--- config.mk ---
export PLATFORM = sky130hd
export DESIGN_NAME = otslt_ctrl
export DESIGN_NICKNAME = d
export VERILOG_FILES = /design/src/rtl/core/otslt_pkg.sv /design/src/rtl/core/otslt_ctrl.sv
export SDC_FILE = /design/constraint.sdc
export NUM_CORES = 1
export LEC_CHECK = 0
export ABC_AREA = 1
export BUFFER_PORTS_ARGS = -buffer_cell sky130_fd_sc_hd__buf_2
export CAP_MARGIN = 20
export CELL_PAD_IN_SITES_DETAIL_PLACEMENT = 1
export CELL_PAD_IN_SITES_GLOBAL_PLACEMENT = 2
export CORE_MARGIN = 2
export CORE_UTILIZATION = 19
export DETAILED_ROUTE_END_ITERATION = 8
export PLACE_DENSITY_LB_ADDON = 0.08
export SYNTH_ARGS = -nofsm -noshare
export SYNTH_HDL_FRONTEND = slang
export SYNTH_SLANG_ARGS = --single-unit
--- constraint.sdc ---
create_clock -name aclk -period 1.2 [get_ports aclk]
set_input_delay 0.12 -clock aclk [delete_from_list [all_inputs] [get_ports aclk]]
set_output_delay 0.12 -clock aclk [all_outputs]
set_load 0.01 [all_outputs]
--- src/rtl/core/otslt_pkg.sv ---
// Shared types and constants for the offset to source line table.
package otslt_pkg;

    localparam int TABLE_ENTRIES_DEF = 256;

    localparam int OP_W     = 2;
    localparam int OFFSET_W = 32;
    localparam int LINE_W   = 24;
    localparam int COLUMN_W = 16;
    localparam int STATUS_W = 2;

    localparam int ITEM_BITS = OP_W + OFFSET_W + LINE_W + COLUMN_W;
    localparam int TDATA_W   = ((ITEM_BITS + 7) / 8) * 8;

    typedef enum logic [OP_W-1:0] {
        OP_APPEND    = 2'd0,
        OP_LOOKUP    = 2'd1,
        OP_FIND_LINE = 2'd2,
        OP_CLEAR     = 2'd3
    } op_t;

    typedef enum logic [STATUS_W-1:0] {
        ST_OK        = 2'd0,
        ST_NOT_FOUND = 2'd1,
        ST_FULL      = 2'd2
    } status_t;

    typedef struct packed {
        logic accept;
        logic read;
        logic check;
        logic load_out;
    } ctl_cmd_t;

    typedef struct packed {
        logic in_search;
        logic search_done;
        logic match;
        logic out_free;
    } dp_status_t;

endpackage

--- src/rtl/core/otslt_ctrl.sv ---
// Controller state machine: sequences accept, memory probes and result load.
module otslt_ctrl
    import otslt_pkg::*;
(
    input  logic       aclk,
    input  logic       aresetn,
    input  logic       s_tvalid,
    output logic       s_tready,
    input  dp_status_t stat,
    output ctl_cmd_t   cmd
);

    typedef enum logic [3:0] {
        S_IDLE  = 4'b0001,
        S_READ  = 4'b0010,
        S_CHECK = 4'b0100,
        S_DONE  = 4'b1000
    } state_t;

    state_t state_reg, state_next;

    always_comb begin
        state_next = state_reg;
        cmd        = '0;
        s_tready   = 1'b0;
        unique case (state_reg)
            S_IDLE: begin
                s_tready   = 1'b1;
                cmd.accept = s_tvalid;
                if (s_tvalid) begin
                    state_next = stat.in_search ? S_READ : S_DONE;
                end
            end
            S_READ: begin
                if (stat.search_done) begin
                    state_next = S_DONE;
                end else begin
                    cmd.read   = 1'b1;
                    state_next = S_CHECK;
                end
            end
            S_CHECK: begin
                cmd.check  = 1'b1;
                state_next = stat.match ? S_DONE : S_READ;
            end
            S_DONE: begin
                if (stat.out_free) begin
                    cmd.load_out = 1'b1;
                    state_next   = S_IDLE;
                end
            end
            default: begin
                state_next = S_IDLE;
            end
        endcase
    end

    always_ff @(posedge aclk) begin
        if (!aresetn) begin
            state_reg <= S_IDLE;
        end else begin
            state_reg <= state_next;
        end
    end

endmodule

## After elaboration in Yosys (flattened, before gate mapping)

Index checks and enable logic that the tools add are counted.
W data, S select, Z words.

- Input bits: 7
- Output and inout port bits: 5
- Word-level logic and storage cells: 21
- Flip-flop bits (word level): 4

- Reductions and logical operators: 1
- Multiplexer cells: 13
- Equality and inequality tests: 6

Operator list:

| kind | count |
|---|---|
| $mux W4 | 5 |
| $pmux W4 S4 | 1 |
| $mux W1 | 7 |
| $eq A4 B1 Y1 const B | 1 |
| $eq A4 B2 Y1 const B | 1 |
| $eq A4 B3 Y1 const B | 1 |
| $eq A4 B4 Y1 const B | 1 |
| $ne A2 B2 Y1 const B | 2 |
| $reduce_and A2 Y1 | 1 |

## Logic depth before layout (Yosys ltp)

- Depth in word-level cells: 3
- Mapped depth: 7
- Depth with buffers taken out: 7

## Worst setup path before layout

No wires, ideal clock.

- Path kind: register -> register
- Start: reg state_reg[3]
- End: reg state_reg[3]
- Clock period less this slack: 0.925 ns
- Data arrival time: 0.807 ns
- Path buffers: 0
- Setup slack: 0.275 ns
- Cell stages (with the launch flop): 8
- Setup time: 0.118 ns
- Required time: 1.082 ns
- Path through: dfxtp_1 -> inv_1 -> nor2_1 -> nand3_1 -> nand2_1 -> inv_1 -> nand2_1 -> a21oi_1

- Cells in the longest elaborated chain, start to end: 3
- Elaborated cells between the ends (all ways): 8
- Those cells by class: eq/ne: 6; mux: 1; reduce/logical: 1

Ends and longest elaborated chain:

| element | line | RTL |
|---|---|---|
| start: declaration | otslt_ctrl.sv:20 | `state_t state_reg, state_next;` |
| start signal: assignment | otslt_ctrl.sv:62 | `state_reg <= state_next;` |
| $eq A4 B4 Y1 or $eq A4 B1 Y1 (tied branches) | otslt_ctrl.sv:26 | `unique case (state_reg)` |
| $ne A2 B2 Y1 (no source line) | -- |  |
| $reduce_and A2 Y1 (no source line) | -- |  |

Parallel ways exist; a longest one is shown, timed or not.
A chain may end at the register's enable or synchronous reset.

==> results_dict.tcl <==
set metrics [dict create \
    worst_pin_slew_ns 0.178 \
    ys_top_cells_by_area "dfxtp_1, inv_1, nand3_1" \
    regToRegEndpoint "state_reg[3]$_SDFFE_PN0P_" \
    rows 13 \
    vias 316 \
    drive_above_1_share 0.565 \
    cp.depth 5 \
    max_freq_mhz 835 \
    timing.rr.start "state_reg[3]$_SDFFE_PN0P_" \
    yosysMostFrequentCell "inv_1" \
    min_period_ns 1.20 \
    hold_violations 0 \
    clk_pin_slew_ns 0.04 \
    synth_flop_cell "dfxtp_1" \
    utilization 0.345 \
    critPathLaunchType "register" \
    max_slew_margin 0.881 \
    area_growth_pct 71.0 \
    yosys_warnings 0 \
    leakagePower_nw 0.232 \
    insertion_delay_ns 0.23 \
    io_buffers 11 \
    cts_tree "built" \
    cp_max_fo 4 \
    synth_edf_count 0 \
    core_mm2 0.00128 \
    drtIter0Drc 2 \
    synth.largest_area_cell "dfxtp_1" \
    vias_per_cell 4.10 \
    dp_hpwl_um 578 \
    avgSynthCellArea_um2 6.02 \
    status "complete, no violations" \
    ctsHtreeMaxLevel 1 \
    grt_antenna_before_repair 0 \
    fin_area_um2 443 \
    wl_um 753 \
    ys_seq_area_frac 0.309 \
    r2r_setup_slack_ns 0.08 \
    io_pins 12 \
    synthTopCellsByCount "inv_1, nand2_1, nand3_1" \
    finalNetCount 71 \
    setup_viol 0 \
    critPathRequiredTime_ns 1.08 \
    start_util 0.202 \
    overflow 0 \
    clkSinkCount 4 \
    grt_max_degree 5 \
    hold_class "in -> reg" \
    gp_congestion 0.773 \
    antenna_cells 0 \
    cts_buffers 3 \
    synth_nets 50 \
    ys_types 10 \
    die_width_um 40.9 \
    p_per_area_mw_per_mm2 1310 \
    r2r_cells 7 \
    netlist_area_um2 259 \
    critPathCapture "cmd[3]" \
    crit_buf_inv 2 \
    vdd_ir_drop_max_uv 346 \
    synthCells 43 \
    cts_buffer_depth 2 \
    arrival_ns 1.08 \
    placed_cell_area_um2 333 \
    drc_errors 0 \
    fin_skew_ns 0.000861 \
    die_area_mm2 0.00167 \
    fin_crit_sh 0.998 \
    post_drt_wl_per_cell_um 9.78 \
    grt_pass1_vias 275 \
    grt_first_pass_wirelength_um 1060 \
    cpMaxStageDelayCell "dfxtp_4" \
    slew_violations 0 \
    crit_path_end_kind "output pin" \
    grt_usage 0.101 \
    maxCapViolations 0 \
    hold_buffers 0 \
    ys_ff_latch 4 \
    cts_root_buf "clkbuf_4" \
    grt_setup_unrepaired "yes" \
    worst-setup-path-type "reg -> out" \
    hold_ws_ns 0.0753 \
    startpoint "state_reg[0]$_SDFFE_PN1P_" \
    dr.pass1.iters 2 \
    largest_reg_flops 4 \
    max_stage_delay_ns 0.37 \
    cp_cell_sequence "inv_2 -> nor2_4 -> nand2_4 -> nor2_1 -> buf_2" \
    antenna_left 0 \
    fp.dieH_um 40.9 \
    synth.top_cell.area_share 0.309 \
    cp_top_family "flip-flops" \
    ys_async_sr_fraction 0 \
]
-- per-layer routing --
metal | global-route usage | vias up | part of all wire
met5 | 0 | - | 0
met4 | 0.0750 | 0 | 0.025
met3 | 0.0163 | 2 | 0.033
met2 | 0.172 | 8 | 0.52
met1 | 0.110 | 137 | 0.42
li1 | - | 169 | -
-- worst register-to-register path, cell delays in order (launching register included) --
cell and delay, ns:
dfxtp_2 0.34, nor2_4 0.19, buf_4 0.14, nand3_1 0.09, nand2_1 0.09, inv_1 0.05, nand2_1 0.06, a21oi_1 0.05
-- power by group --
group | internal (mW) | leakage, nW | switching, mW
registers | 0.153 | 0.0348 | 0.0274
logic | 0.114 | 0.183 | 0.123
clock network | 0.112 | 0.0138 | 0.0530
total | 0.379 | 0.232 | 0.203
-- worst min-delay path by stage --
stage,startpoint,endpoint,slack [ns],depth (start not counted)
4_1_cts,stat[2],state_reg[2]$_SDFFE_PN0P_,0.07,2
6_report,stat[2],state_reg[2]$_SDFFE_PN0P_,0.08,2
2_1_floorplan,stat[2],state_reg[2]$_SDFFE_PN0P_,0.20,1
5_1_grt,stat[2],state_reg[2]$_SDFFE_PN0P_,0.08,2
3_3_place_gp,stat[2],state_reg[2]$_SDFFE_PN0P_,0.33,2
3_5_place_dp,stat[2],state_reg[2]$_SDFFE_PN0P_,0.32,2
-- cell type report --
| type | instances | area [µm²] |
|---|---|---|
| fillers | 174 | 842 |
| multi-input cells | 28 | 175 |
| flip-flops and latches | 4 | 92.6 |
| well taps | 15 | 18.8 |
| clock buffers | 3 | 22.5 |
| repair buffers | 16 | 92.6 |
| inverters | 11 | 41.3 |
-- layout by cell type (no fill, tap or decap), drive strengths merged --
cell type,instances
a21oi,1
clkbuf,3
buf,16
nand3,7
nor3,1
inv,11
nand4,1
nor2,10
o22ai,1
nand2,7
dfxtp,4
-- timing repair --
action / CTS / global route
setup endpoints to repair: 3 / 5
endpoints found under the hold margin: 0 / 0
resized for setup: 9 / 10
pin swaps: 1 / 4
buffers inserted: 1 / 4
-- cell families (layout without fill, tap and decap cells) --
| group | count (synthesis) | after routing | synth area share |
|---|---|---|---|
| AOI/OAI and AO/OA | 2 | 2 | 0.0676 |
| buffers and inverters | 11 | 30 | 0.159 |
| and+or+nand+nor | 26 | 26 | 0.464 |
| DFF | 4 | 4 | 0.309 |
-- per-stage QoR --
stage | instances | power [mW] | worst slack (ns) | setup TNS, ns
6_report | 77 | 0.582 | 0.00239 | 0
5_1_grt | 77 | 0.636 | -0.0568 | -0.160
4_1_cts | 73 | 0.533 | -0.00473 | -0.00473
3_5_place_dp | 69 | 0.331 | 0.144 | 0
3_3_place_gp | 69 | 0.328 | 0.168 | 0
2_1_floorplan | 43 | 0.275 | 0.275 | 0
Power figures use the tool's default switching activity.
